[src/hw/rtl/slt_pkg.sv]
// Shared types and constants for the small language tokenizer.
package slt_pkg;

   // Width of the position and length counters; they saturate at all ones.
   localparam int POS_BITS = 16;

   // Largest value an integer token can carry.
   localparam logic [30:0] VAL_MAX = 31'h7FFF_FFFF;

   // Token kinds as they appear on the result channel.
   typedef enum logic [4:0] {
      KIND_LET    = 5'd0,
      KIND_PRINT  = 5'd1,
      KIND_IF     = 5'd2,
      KIND_ELSE   = 5'd3,
      KIND_WHILE  = 5'd4,
      KIND_IDENT  = 5'd5,
      KIND_INT    = 5'd6,
      KIND_ASSIGN = 5'd7,
      KIND_PLUS   = 5'd8,
      KIND_MINUS  = 5'd9,
      KIND_MUL    = 5'd10,
      KIND_DIV    = 5'd11,
      KIND_EQ     = 5'd12,
      KIND_NE     = 5'd13,
      KIND_LT     = 5'd14,
      KIND_GT     = 5'd15,
      KIND_LE     = 5'd16,
      KIND_GE     = 5'd17,
      KIND_SEMI   = 5'd18,
      KIND_LBRACE = 5'd19,
      KIND_RBRACE = 5'd20,
      KIND_END    = 5'd21,
      KIND_ERROR  = 5'd22
   } tok_kind_type;

   // One input word: a source byte or the end marker.
   typedef struct packed {
      logic [7:0] char_byte;
      logic       end_of_text;
   } req_type;

   // One result word: a token.
   typedef struct packed {
      tok_kind_type token_kind;
      logic [15:0]  start_pos;
      logic [15:0]  token_len;
      logic [30:0]  int_value;
      logic         value_overflow;
      logic         last_of_run;
   } rsp_type;

endpackage

[src/hw/rtl/small_language_tokenizer.sv]
// Streaming tokenizer: source bytes in, tokens out.
//
//   Channel   Direction  Handshake            Word
//   req_      in         req_valid/req_ready  req_type (char_byte, end_of_text)
//   rsp_      out        rsp_valid/rsp_ready  rsp_type (one token)
//
// One input word is taken per cycle; the scanner decides all its tokens in the
// cycle it takes the word and writes them into a three-entry result queue.
// The result port drains one token per cycle while rsp_ready is high; input is
// taken whenever the queue holds one token or fewer. Reset is synchronous
// and empties the queue and the scanner.
// A stalled result port fills the queue and then holds off input.
module small_language_tokenizer (
   input  logic             clock,
   input  logic             reset,
   input  logic             req_valid,
   output logic             req_ready,
   input  slt_pkg::req_type req_word,
   output logic             rsp_valid,
   input  logic             rsp_ready,
   output slt_pkg::rsp_type rsp_word
);
   import slt_pkg::*;

   typedef enum logic [2:0] {
      MODE_IDLE,
      MODE_NUM,
      MODE_IDENT,
      MODE_EQ,
      MODE_LT,
      MODE_GT,
      MODE_BANG,
      MODE_ERR
   } mode_type;

   localparam logic [POS_BITS-1:0] POS_ONE = POS_BITS'(1);

   // Increment that sticks at all ones.
   function automatic logic [POS_BITS-1:0] sat_inc(logic [POS_BITS-1:0] v);
      return (&v) ? v : v + POS_ONE;
   endfunction

   // Clip a position or length to the 16-bit result field.
   function automatic logic [15:0] clip_pos(logic [POS_BITS-1:0] v);
      logic [POS_BITS+16:0] w;
      w = (POS_BITS+17)'(v);
      if (w > (POS_BITS+17)'(17'h0FFFF)) begin
         return 16'hFFFF;
      end
      return w[15:0];
   endfunction

   // Scanner state.
   mode_type            mode_ff, mode_in;
   logic [POS_BITS-1:0] pos_ff, pos_in;
   logic [POS_BITS-1:0] tstart_ff, tstart_in;
   logic [POS_BITS-1:0] tlen_ff, tlen_in;
   logic [30:0]         acc_ff, acc_in;
   logic [39:0]         kw_ff, kw_in;
   logic                ovf_ff, ovf_in;

   // Result queue; entry 0 is the head.
   rsp_type             q_ff [3];
   rsp_type             q_in [3];
   logic [1:0]          cnt_ff, cnt_in;

   logic                req_take;
   logic                pop;
   logic [1:0]          base;
   logic [7:0]          c;
   logic                is_space, is_digit, is_alpha, is_word;
   logic [34:0]         prod;

   rsp_type             pend_tok, pair_tok, start_tok, end_tok, tok_a, tok_b;
   rsp_type             res0, res1;
   logic                pend_valid, start_emit, emit_a, emit_b, push0, push1;
   mode_type            start_mode;
   tok_kind_type        kw_kind;

   assign req_ready = (cnt_ff <= 2'd1);
   assign req_take  = req_valid & req_ready;
   assign rsp_valid = (cnt_ff != 2'd0);
   assign rsp_word  = q_ff[0];
   assign pop       = rsp_valid & rsp_ready;

   // Character classes.
   always_comb begin
      c        = req_word.char_byte;
      is_space = (c == 8'd32) || (c inside {[8'd9:8'd13]});
      is_digit = c inside {["0":"9"]};
      is_alpha = (c inside {["a":"z"]}) || (c inside {["A":"Z"]});
      is_word  = is_alpha || is_digit || (c == "_");
      prod     = (35'(acc_ff) << 3) + (35'(acc_ff) << 1) + 35'(c[3:0]);
   end

   // Keyword match on the first five bytes of an identifier.
   always_comb begin
      kw_kind = KIND_IDENT;
      if (tlen_ff == POS_BITS'(3) && kw_ff == 40'h00_006C_6574) begin
         kw_kind = KIND_LET;
      end else if (tlen_ff == POS_BITS'(5) && kw_ff == 40'h70_7269_6E74) begin
         kw_kind = KIND_PRINT;
      end else if (tlen_ff == POS_BITS'(2) && kw_ff == 40'h00_0000_6966) begin
         kw_kind = KIND_IF;
      end else if (tlen_ff == POS_BITS'(4) && kw_ff == 40'h00_656C_7365) begin
         kw_kind = KIND_ELSE;
      end else if (tlen_ff == POS_BITS'(5) && kw_ff == 40'h77_6869_6C65) begin
         kw_kind = KIND_WHILE;
      end
   end

   // Token still pending in the scanner, flushed when something ends it.
   always_comb begin
      pend_valid              = mode_ff inside {MODE_NUM, MODE_IDENT, MODE_EQ,
                                                MODE_LT, MODE_GT, MODE_BANG};
      pend_tok                = '0;
      pend_tok.start_pos      = clip_pos(tstart_ff);
      pend_tok.token_len      = 16'd1;
      pend_tok.token_kind     = KIND_ERROR;
      case (mode_ff)
         MODE_NUM: begin
            pend_tok.token_kind     = KIND_INT;
            pend_tok.token_len      = clip_pos(tlen_ff);
            pend_tok.int_value      = acc_ff;
            pend_tok.value_overflow = ovf_ff;
         end
         MODE_IDENT: begin
            pend_tok.token_kind = kw_kind;
            pend_tok.token_len  = clip_pos(tlen_ff);
         end
         MODE_EQ:   pend_tok.token_kind = KIND_ASSIGN;
         MODE_LT:   pend_tok.token_kind = KIND_LT;
         MODE_GT:   pend_tok.token_kind = KIND_GT;
         default:   pend_tok.token_kind = KIND_ERROR;
      endcase

      // Two-character comparison completed by an equals sign.
      pair_tok           = '0;
      pair_tok.start_pos = clip_pos(tstart_ff);
      pair_tok.token_len = 16'd2;
      case (mode_ff)
         MODE_EQ:  pair_tok.token_kind = KIND_EQ;
         MODE_LT:  pair_tok.token_kind = KIND_LE;
         MODE_GT:  pair_tok.token_kind = KIND_GE;
         default:  pair_tok.token_kind = KIND_NE;
      endcase

      end_tok            = '0;
      end_tok.token_kind = KIND_END;
      end_tok.start_pos  = clip_pos(pos_ff);
   end

   // What the current byte does when it starts a new token.
   always_comb begin
      start_tok            = '0;
      start_tok.start_pos  = clip_pos(pos_ff);
      start_tok.token_len  = 16'd1;
      start_tok.token_kind = KIND_ERROR;
      start_emit           = 1'b0;
      start_mode           = MODE_IDLE;
      if (is_space) begin
         start_mode = MODE_IDLE;
      end else if (is_digit) begin
         start_mode = MODE_NUM;
      end else if (is_alpha || c == "_") begin
         start_mode = MODE_IDENT;
      end else begin
         case (c)
            "=": start_mode = MODE_EQ;
            "<": start_mode = MODE_LT;
            ">": start_mode = MODE_GT;
            "!": start_mode = MODE_BANG;
            "+": begin start_emit = 1'b1; start_tok.token_kind = KIND_PLUS;   end
            "-": begin start_emit = 1'b1; start_tok.token_kind = KIND_MINUS;  end
            "*": begin start_emit = 1'b1; start_tok.token_kind = KIND_MUL;    end
            "/": begin start_emit = 1'b1; start_tok.token_kind = KIND_DIV;    end
            ";": begin start_emit = 1'b1; start_tok.token_kind = KIND_SEMI;   end
            "{": begin start_emit = 1'b1; start_tok.token_kind = KIND_LBRACE; end
            "}": begin start_emit = 1'b1; start_tok.token_kind = KIND_RBRACE; end
            default: begin
               start_emit = 1'b1;
               start_mode = MODE_ERR;
            end
         endcase
      end
   end

   // Scanner step for one accepted word.
   always_comb begin
      mode_in   = mode_ff;
      pos_in    = pos_ff;
      tstart_in = tstart_ff;
      tlen_in   = tlen_ff;
      acc_in    = acc_ff;
      kw_in     = kw_ff;
      ovf_in    = ovf_ff;
      emit_a    = 1'b0;
      emit_b    = 1'b0;
      tok_a     = pend_tok;
      tok_b     = start_tok;

      if (req_take) begin
         if (req_word.end_of_text) begin
            // Flush, report the end, and restart at offset zero.
            emit_a    = pend_valid;
            emit_b    = 1'b1;
            tok_b     = end_tok;
            mode_in   = MODE_IDLE;
            pos_in    = '0;
            tstart_in = '0;
            tlen_in   = '0;
            acc_in    = '0;
            kw_in     = '0;
            ovf_in    = 1'b0;
         end else begin
            pos_in = sat_inc(pos_ff);
            if (mode_ff == MODE_ERR) begin
               // Discard until the end marker.
               mode_in = MODE_ERR;
            end else if (mode_ff == MODE_NUM && is_digit) begin
               if (prod > 35'(VAL_MAX)) begin
                  acc_in = VAL_MAX;
                  ovf_in = 1'b1;
               end else begin
                  acc_in = prod[30:0];
               end
               tlen_in = sat_inc(tlen_ff);
            end else if (mode_ff == MODE_IDENT && is_word) begin
               if (tlen_ff < POS_BITS'(5)) begin
                  kw_in = {kw_ff[31:0], c};
               end
               tlen_in = sat_inc(tlen_ff);
            end else if ((mode_ff inside {MODE_EQ, MODE_LT, MODE_GT, MODE_BANG})
                         && c == "=") begin
               emit_a  = 1'b1;
               tok_a   = pair_tok;
               mode_in = MODE_IDLE;
            end else if (mode_ff == MODE_BANG) begin
               // A lone bang is an error; the bytes after it are dropped up to the end marker.
               emit_a  = 1'b1;
               mode_in = MODE_ERR;
            end else begin
               // End any pending token, then let this byte start a new one.
               emit_a    = pend_valid;
               emit_b    = start_emit;
               mode_in   = start_mode;
               tstart_in = pos_ff;
               tlen_in   = POS_ONE;
               acc_in    = is_digit ? 31'(c[3:0]) : '0;
               kw_in     = {32'd0, c};
               ovf_in    = 1'b0;
            end
         end
      end
   end

   // Pack the tokens of this word into queue slots in order.
   always_comb begin
      push0             = emit_a | emit_b;
      push1             = emit_a & emit_b;
      res0              = emit_a ? tok_a : tok_b;
      res0.last_of_run  = ~push1;
      res1              = tok_b;
      res1.last_of_run  = 1'b1;
   end

   // Result queue: shift on pop, write new tokens behind what remains.
   always_comb begin
      base    = cnt_ff - 2'(pop);
      q_in[0] = pop ? q_ff[1] : q_ff[0];
      q_in[1] = pop ? q_ff[2] : q_ff[1];
      q_in[2] = q_ff[2];
      for (int i = 0; i < 3; i++) begin
         if (push0 && base == 2'(i)) begin
            q_in[i] = res0;
         end
         if (push1 && (base + 2'd1) == 2'(i)) begin
            q_in[i] = res1;
         end
      end
      cnt_in = base + 2'(push0) + 2'(push1);
   end

   // All registers.
   always_ff @(posedge clock) begin
      tstart_ff <= tstart_in;
      tlen_ff   <= tlen_in;
      acc_ff    <= acc_in;
      kw_ff     <= kw_in;
      ovf_ff    <= ovf_in;
      q_ff      <= q_in;
      if (reset) begin
         mode_ff <= MODE_IDLE;
         pos_ff  <= '0;
         cnt_ff  <= '0;
      end else begin
         mode_ff <= mode_in;
         pos_ff  <= pos_in;
         cnt_ff  <= cnt_in;
      end
   end

endmodule

[config.mk]
export PLATFORM = sky130hd
export DESIGN_NAME = small_language_tokenizer
export DESIGN_NICKNAME = d
export VERILOG_FILES = /design/src/hw/rtl/slt_pkg.sv /design/src/hw/rtl/small_language_tokenizer.sv
export SDC_FILE = /design/constraint.sdc
export NUM_CORES = 1
export LEC_CHECK = 0
export CORE_UTILIZATION = 45
export CTS_CLUSTER_DIAMETER = 150
export DETAILED_ROUTE_END_ITERATION = 6
export DONT_BUFFER_PORTS = 1
export PLACE_DENSITY = 0.71
export SYNTH_ARGS = -nofsm -noshare
export SYNTH_HDL_FRONTEND = slang
export SYNTH_SLANG_ARGS = --single-unit
[constraint.sdc]
create_clock -name clock -period 6.35 [get_ports clock]
set_input_delay 0.9525 -clock clock [delete_from_list [all_inputs] [get_ports clock]]
set_output_delay 0.9525 -clock clock [all_outputs]
set_load 0.02 [all_outputs]
### Word level (Yosys, flattened, before mapping)

Index checks and enable logic that the tools add are counted.

* $lt $le $gt $ge: 11
* add/sub/neg operators: 8
* reductions and logical operators: 45
* eq/ne operators: 50
* multiplexer cells: 90
* bitwise operators: 5

Operators by type and width (number)
* 70-bit 2-to-1 mux: 17
* 40-bit 2-to-1 mux: 6
* 16-bit 2-to-1 mux: 14
* 31-bit 2-to-1 mux: 6
* 40-bit by 39-bit equality test with 1-bit output, second input constant: 2
* 8-bit by 6-bit equality test with 1-bit output, second input constant: 10
* 40-bit by 15-bit equality test with 1-bit output, second input constant: 1
* 40-bit by 23-bit equality test with 1-bit output, second input constant: 1
* 40-bit by 31-bit equality test with 1-bit output, second input constant: 1
* 3-bit 2-to-1 mux: 13
* 34-bit by 32-bit adder with 35-bit output: 1
* 35-bit by 4-bit adder with 35-bit output: 1
* 35-bit by 31-bit > comparator with 1-bit output, second input constant: 1
* 5-bit case mux with 7 select lines: 1
* 16-bit by 1-bit adder with 16-bit output, second input constant: 2
* 16-bit by 2-bit equality test with 1-bit output, second input constant: 2
* 16-bit by 3-bit equality test with 1-bit output, second input constant: 2
* 32-bit 2-to-1 mux: 1
* 16-bit AND reduction: 2
* 1-bit 2-to-1 mux: 25
* 5-bit case mux with 5 select lines: 1
* 8-bit by 7-bit equality test with 1-bit output, second input constant: 3
* 3-bit inequality test, second input constant: 7
* 1-bit logical AND: 18
* other kinds (40): 71

* register bits after elaboration: 335
* logic and storage cells: 235
* output and inout port bits: 72
* input port bits: 13

### Depth between registers and ports, before layout

Gate-level depths: netlist of run 1.

* word-level depth: 18
* depth in mapped cells: 15
* depth with buffers taken out: 13

### Worst setup path before layout of run 1

OpenSTA, ideal clock, no wires.

* path kind: input port to flip-flop
* start: in req_word[5] in the netlist's numbering
* end: reg kw_ff[0], enable pin
* cell stages on the path: 7
* slack: 0.691 ns
* library setup time: 0.498 ns
* buffers on the path: 2
* data required time: 5.852 ns
* data arrival time: 5.161 ns
* path through: buf_6 > or4_4 > a21oi_4 > o21ai_2 > nor3b_1 > clkbuf_1 > a211oi_1

* word-level cells in the longest chain between the ends: 8
* elaborated cells on any way between the ends: 22
* those cells by class: 6 x order compare; 6 x eq/ne; 10 x reduce/logical

RTL lines
* start: declaration: line small_language_tokenizer.sv:18 `input slt_pkg::req_type req_word,`
* 8-bit by 7-bit greater-or-equal comparator with 1-bit output / 8-bit by 7-bit <= comparator with 1-bit output (equally long branches): line small_language_tokenizer.sv:91 `is_alpha = (c inside {["a":"z"]}) || (c inside {["A":"Z"]});`
* 1-bit logical AND: line small_language_tokenizer.sv:91
* 1-bit logical OR: line small_language_tokenizer.sv:91
* 1-bit logical OR (2 in a row): line small_language_tokenizer.sv:92 `is_word = is_alpha || is_digit || (c == "_");`
* 1-bit logical AND: line small_language_tokenizer.sv:228 `end else if (mode_ff == MODE_IDENT && is_word) begin`
* 3-bit by 2-bit inequality test with 1-bit output (no source line) / 3-bit inequality test (equally long branches)
* 6-bit AND reduction (no source line) (*)
* end signal: assignment: line small_language_tokenizer.sv:289 `kw_ff <= kw_in;`
* end: declaration: line small_language_tokenizer.sv:59 `logic [39:0] kw_ff, kw_in;`

Mark *: on every way between the ends. The rest lies on a longest branch, timed or not.
A chain may end at the register's enable or synchronous reset.

### Final worst setup path of run 1

* start: reg acc_ff[15]
* end: reg acc_ff[10] (data pin)

* word-level cells in the longest chain between the ends: 6

RTL lines
* start: declaration: line small_language_tokenizer.sv:58 `logic [30:0] acc_ff, acc_in;`
* start signal: assignment: line small_language_tokenizer.sv:288 `acc_ff <= acc_in;`
* 34-bit by 32-bit adder with 35-bit output: line small_language_tokenizer.sv:93 `prod = (35'(acc_ff) << 3) + (35'(acc_ff) << 1) + 35'(c[3:0]);`
* 35-bit by 4-bit adder with 35-bit output: line small_language_tokenizer.sv:93
* 35-bit by 31-bit > comparator with 1-bit output: line small_language_tokenizer.sv:221 `if (prod > 35'(VAL_MAX)) begin`
* 31-bit 2-to-1 mux: line small_language_tokenizer.sv:221
* 31-bit 2-to-1 mux: line small_language_tokenizer.sv:220 `end else if (mode_ff == MODE_NUM && is_digit) begin`
* 31-bit 2-to-1 mux: line small_language_tokenizer.sv:217 `if (mode_ff == MODE_ERR) begin`

No other way between the ends. The select of a mux whose other input is x is not followed.

==> flow_summary.json, run 1 <==
{
  "outcome": "complete, no violations",
  "synth.most_common_cell": "edfxtp_1",
  "rsz0062_at_grt": "false",
  "syn_inst": 1736,
  "critPathKind": "flop to flop",
  "syn_nets": 1819,
  "wl_per_cell_um": 19.5,
  "rows": 73,
  "ff2ff_path_depth": 11,
  "track_usage_pct": 20.8,
  "crit_path_frequent_cell": "ha_1",
  "worstSetupEndpointType": "flop",
  "ant_nets": 0,
  "postCtsHoldBufs": 0,
  "synth_top_area_share_pct": 51.3,
  "synthFlopType": "edfxtp_1",
  "cp_top_family": "compound AO/OA/AOI/OAI gates",
  "area.growth.synth_to_final_pct": 5.57,
  "finalMaxSlewViolations": 0,
  "crit_path_max_fanout": 16,
  "hold_slack_ns": 0.458,
  "required_ns": 6.60,
  "final_cells": 2178,
  "start_util_pct": 45.7,
  "max_stage_delay_ns": 0.56,
  "setup_violations": 0,
  "ios": 85,
  "yosys_warnings": 0,
  "grt_pass1_wl_um": 68200,
  "r2r_start": "acc_ff[15]",
  "gp_congestion": 0.892,
  "hold_depth": 1,
  "first_iter_violations": 1222,
  "reg2reg_to": "acc_ff[10]",
  "syn_area_um2": 18200,
  "reg2reg_slack_ns": 1.82,
  "clk-insertion-delay-late_ns": 0.56,
  "tns_ns": 0,
  "finClkSkew_ns": 0.0229,
  "seq_area_frac_synth_pct": 53.9,
  "layout.nets": 1708,
  "final_layout_size_suffix_gt1_share_pct": 6.42,
  "hp-class": "input port to flop",
  "postRouteWirelength_um": 42400,
  "tightest_slew_ns": 1.06,
  "cp-start-kind": "flop",
  "fin_area_um2": 19200,
  "clock_sinks": 335,
  "post_dp_cell_area_um2": 18100,
  "async_reset_ff_share_pct": 0,
  "cts_setup_buffers": 0,
  "fill_cells": 3667,
  "synthTopCellsByArea": "edfxtp_1 (51%), ha_1 (4.6%), a21oi_1 (4.0%), nand2_1 (3.5%), nand3_1 (3.3%)",
  "grt_overflow": 0,
  "place_ws_ns": 1.31,
  "ys_types": 86,
  "die_area_um2": 41300,
  "synth_commonest_cells": "edfxtp_1 (311), nand2_1 (170), nor2_1 (157), a21oi_1 (144), nand3_1 (119)",
  "grt_max_degree": 70,
  "cap_violations": 0,
  "fin_crit_ns": 4.53,
  "clkTransAtPathRegs_ns": 0.06,
  "min_to": "cnt_ff[0]",
  "vdd_drop_max_uv": 188,
  "dr_total_vias": 12891,
  "finalHoldViolations": 0,
  "synth_top_area_cell": "edfxtp_1",
  "ys_seq_elements": 335,
  "die-height_um": 203,
  "cts-root-buf": "clkbuf_16",
  "cp_cell_sequence": "ha_1, ha_1, a211oi_1, o31ai_1, a221oi_1, o311ai_0, a2111oi_0, o2111ai_1, nor2_2, buf_4, a21oi_1",
  "max_freq_mhz": 221,
  "core_um2": 39800,
  "cpMaxStageDelayCell": "nor2_2",
  "crit_arrival_ns": 4.78,
  "dp_cells": 2109,
  "p_leak_nw": 6.78,
  "die_w_um": 203,
  "synth.avg_cell_area_um2": 10.5,
  "synth_edf_count": 311,
  "clockBufferDepth": 3,
  "cts.repair.resized": 0,
  "layout_setup_ws_ns": 1.82,
  "relSlewSlack_pct": 28.9,
  "min-delay-start": "reset",
  "dp_hpwl_um": 27600,
  "finalCritPeriodShare_pct": 71.4,
  "dr.pass1.iters": 6,
  "portBuffers": 0,
  "grt_pass1_vias": 12834,
  "worst-path-buf-inv": 1,
  "power.density_nw_per_um2": 421,
  "vias_per_cell": 5.92,
  "cts-htree-levels": 2,
  "cts_made_buffers": 39,
  "drc": 0,
  "cts_tree": "built",
  "antenna_found_initial": 2
}
==> per-stage QoR <==
stage,power [mW],util (%)
after floorplan,5.74,-
after global placement,6.00,45.4
after detailed placement,6.08,45.4
after CTS,8.14,48.2
after global routing,8.51,48.2
final,8.10,48.3
==> flip-flops by register name, indices dropped and copies added (netlist names) <==
register	cells
mode_ff	3
q_ff	140
cnt_ff	2
ovf_ff	1
rsp_word	70
tstart_ff	16
pos_ff	16
kw_ff	40
tlen_ff	16
acc_ff	31
==> metal layers <==
metal / vias up / global-route usage, % / routed length, um
met2: 486 / 35.4 / 20700
met5: - / 0 / 0
met1: 6208 / 26.4 / 17900
met4: 0 / 6.79 / 1030
li1: 6115 / - / -
met3: 82 / 4.08 / 2760
==> worst max-delay path by stage <==
stage	start	end	slack, ns	cells past startpoint
floorplan	req_word[5]	kw_ff[0]	0.69	7
global placement	req_word[4]	acc_ff[14]	1.49	14
detailed placement	req_word[4]	acc_ff[16]	1.31	14
CTS	acc_ff[2]	acc_ff[10]	1.82	14
global route	acc_ff[2]	acc_ff[10]	1.47	14
finish	acc_ff[15]	acc_ff[10]	1.82	11
==> cell usage in the layout (no fill, tap or decap), types with 5 or more instances in the layout <==
cell type	instances
nor2_1	156
and3_1	15
edfxtp_1	311
and2_1	41
or3_1	5
o211ai_1	9
nand2b_1	12
a31oi_1	13
a21oi_1	144
a21o_1	9
xor2_1	35
clkbuf_16	39
clkinv_1	10
nand3_1	118
a222oi_1	16
dfxtp_1	24
o22ai_1	24
inv_1	44
nor3_1	24
o21ai_0	85
nand4b_1	5
o21ai_1	13
clkbuf_1	8
ha_1	67
mux2i_1	5
nor4_1	11
nor2b_1	32
buf_4	17
a22o_1	17
xnor2_1	25
nor2_2	5
a211oi_1	13
nand4_1	19
nand2_1	168
==> logic make-up after synthesis <==
family | Yosys count | share of synthesized area (%)
compound gates | 398 | 13.7
buf+inv | 213 | 6.42
flops | 335 | 53.9
xor+xnor | 60 | 2.89
mux | 6 | 0.337
simple gates | 654 | 17.7
fa+ha+maj | 70 | 4.94
==> area by class of cell <==
cell class	count	area [um^2]	area share [%]
Timing Repair Buffer	17	128	0.664
Tap cell	525	657	3.42
Clock buffer	47	1010	5.24
Clock inverter	20	135	0.703
Antenna cell	2	5.00	0.0260
Inverter	44	165	0.860
Multi-Input combinational cell	1188	7300	38.0
Sequential cell	335	9820	51.1
==> power breakdown <==
part / total, mW / internal (mW) / switching [mW]
sequential: 3.95 / 3.35 / 0.596
combinational: 2.10 / 0.612 / 1.49
clock: 2.05 / 1.17 / 0.878
total: 8.10 / 5.13 / 2.96
Note: power is estimated with default switching activity, not from simulation.
==> inputs of run 2 (changes only) <==
- ABC_AREA: unset -> 1
- PLACE_DENSITY: 0.71 -> 0.73
- clock period: 6.35 -> 3.63 ns (I/O delays scaled with it)
==> flow_summary.json, run 2 <==
{
  "outcome": "complete, no violations",
  "antenna_cells": 0,
  "synthXorXnorAreaFrac_pct": 0.775,
  "wl_per_cell_um": 17.2,
  "synth_top_family_by_area": "simple AND/OR/NAND/NOR gates",
  "dr_total_vias": 15037,
  "synthMuxAreaShare_pct": 0,
  "synthTopCellsByArea": "edfxtp_1 (49%), nand2_1 (10%), nor2_1 (6.3%), inv_1 (4.6%), ha_1 (4.4%)",
  "clkTransAtPathRegs_ns": 0.06,
  "syn_nets": 2349,
  "vdd_drop_max_uv": 460,
  "clk-insertion-delay-late_ns": 0.54,
  "yosys.area_share.simple_pct": 24.2,
  "fill_cells": 3931,
  "grt_pass1_vias": 14179,
  "cts_tree": "built",
  "die-height_um": 209,
  "utilization_pct": 48.7,
  "cts_setup_buffers": 0,
  "grt_max_degree": 63,
  "fin_area_um2": 20500,
  "gp_congestion": 0.959,
  "cpMaxStageDelayCell": "fa_1",
  "crit_arrival_ns": 3.51,
  "track_usage_pct": 21.7,
  "syn_inst": 2266,
  "critPathKind": "flop to flop",
  "place_ws_ns": 0.276,
  "finalMaxSlewViolations": 0,
  "final_cell_mix": "nand2_1 (508), nor2_1 (324), edfxtp_1 (311)",
  "crit_path_frequent_cell": "nand2_1",
  "core_um2": 42000,
  "largest_reg_flops": 140,
  "synth.most_common_cell": "nand2_1",
  "required_ns": 3.90,
  "synth_edf_count": 311,
  "yosys_warnings": 0,
  "synth.avg_cell_area_um2": 8.48,
  "cap_violations": 0,
  "finalHoldViolations": 0,
  "layout_setup_ws_ns": 0.392,
  "tns_ns": 0,
  "syn_area_um2": 19200,
  "max_freq_mhz": 309,
  "portBuffers": 0,
  "relSlewSlack_pct": 55.1,
  "cp-start-kind": "flop",
  "postRouteWirelength_um": 47200,
  "dr.pass1.iters": 6,
  "crit_path_max_fanout": 31,
  "cts_made_buffers": 36,
  "hp-class": "input port to flop",
  "power.density_nw_per_um2": 729,
  "grt_overflow": 0,
  "finClkSkew_ns": 0.0265,
  "cts-root-buf": "clkbuf_16",
  "finalCritPeriodShare_pct": 89.2,
  "dp_hpwl_um": 32900,
  "antenna_found_initial": 0,
  "cts-htree-levels": 2,
  "ys_seq_elements": 335,
  "synth_top_area_share_pct": 48.6,
  "tightest_slew_ns": 0.671,
  "worstSetupEndpointType": "flop",
  "ant_nets": 0,
  "ys_types": 48,
  "synthAdderAreaFrac_pct": 4.68,
  "start_util_pct": 45.7,
  "layout.nets": 2268,
  "area.growth.synth_to_final_pct": 6.51,
  "cts.repair.resized": 0,
  "async_reset_ff_share_pct": 0,
  "post_dp_cell_area_um2": 19300,
  "postCtsHoldBufs": 0,
  "grt_pass1_wl_um": 76000,
  "first_iter_violations": 1483,
  "die_area_um2": 43500,
  "cp_cell_sequence": "inv_1, fa_1, fa_1, inv_1, nand3_1, nand2_1, a21oi_1, o21ai_0, nand2_1, nand3_1, nand2_1, nor2_1, nand2_1, nand2_1, buf_12, nand2_1",
  "p_leak_nw": 8.19,
  "regMostFlops": "q_ff",
  "fin_crit_ns": 3.24,
  "final_layout_size_suffix_gt1_share_pct": 6.74,
  "synth_compound_area_share_pct": 9.27,
  "synth_commonest_cells": "nand2_1 (510), nor2_1 (324), edfxtp_1 (311), inv_1 (233), nand3_1 (167)",
  "drc": 0,
  "seq_area_frac_synth_pct": 51.1,
  "vias_per_cell": 5.47,
  "synthFlopType": "edfxtp_1",
  "setup_violations": 0,
  "final_common_cell": "nand2_1",
  "rows": 75,
  "clock_sinks": 335,
  "die_w_um": 209,
  "clockBufferDepth": 3,
  "ios": 85,
  "max_stage_delay_ns": 0.47,
  "synth_top_area_cell": "edfxtp_1",
  "rsz0062_at_grt": "false"
}
-- run 2: changes by cell type in the layout (fill, tap and decap cells not counted), moves of 17 or more --
cell,change
inv_1,+189
and2_1,-40
nand2_1,+340
nand3_1,+48
xnor2_1,-22
o21ai_1,+49
or2_2,+17
a22o_1,-17
xor2_1,-21
nor2b_1,-32
nor2_1,+168
-- run 2: path summary, 6_finish.rpt --
kind | from | to | slack (ns) | cells after the start
max | acc_ff[2] | acc_ff[14] | 0.39 | 16
max reg2reg | acc_ff[2] | acc_ff[14] | 0.39 | 16
min reg2reg | q_ff[0] | q_ff[0] | 0.48 | 2
min | reset | cnt_ff[0] | 0.08 | 1
-- run 2: power by group --
group | total [mW] | switching [mW] | internal (mW)
Clock | 3.60 | 1.51 | 2.09
Combinational | 4.36 | 3.04 | 1.32
Sequential | 6.95 | 0.990 | 5.96
-- run 2: cell type report --
cell class	count	area [um^2]	share of cell area (%)
tap	539	674	3.30
clock buffer	48	966	4.72
inverter	249	935	4.57
clock inverter	16	165	0.807
timing repair buffer	39	380	1.86
sequential	335	9820	48.0
multi-input combinational	1524	7520	36.8
-- run 2: cell families after synthesis --
group | Yosys count
fa+ha+maj | 70
xor+xnor | 17
compound gates | 331
simple gates | 1106
buf+inv | 407
flops | 335
-- run 2: through the flow --
| step | cells | hold slack, ns | total power [mW] |
|---|---|---|---|
| after floorplan | 2266 | 0.430 | 10.5 |
| after global placement | 2686 | 0.452 | 11.2 |
| after detailed placement | 2686 | 0.459 | 11.4 |
| after CTS | 2750 | 0.0533 | 15.0 |
| after global routing | 2750 | 0.0640 | 15.7 |
| final | 2750 | 0.0753 | 14.9 |
-- run 2: routing by layer --
layer  vias to the layer above  part of all wire [%]  global-route usage, %
met4                         0                   2.0                   5.63
met3                        65                   7.9                   4.00
met2                       575                    45                   34.0
met5                         -                     0                      0
met1                      7068                    45                   30.9
li1                       7329                     -                      -
-- run 2: critical path, delay by kind of cell (launching register included) --
kind / cells / cell delay, ns
AO/OA/AOI/OAI: 2 / 0.37
adder cells (fa/ha/maj): 2 / 0.90
buffers and inverters: 3 / 0.44
flip-flops: 1 / 0.39
AND/OR/NAND/NOR: 9 / 0.86
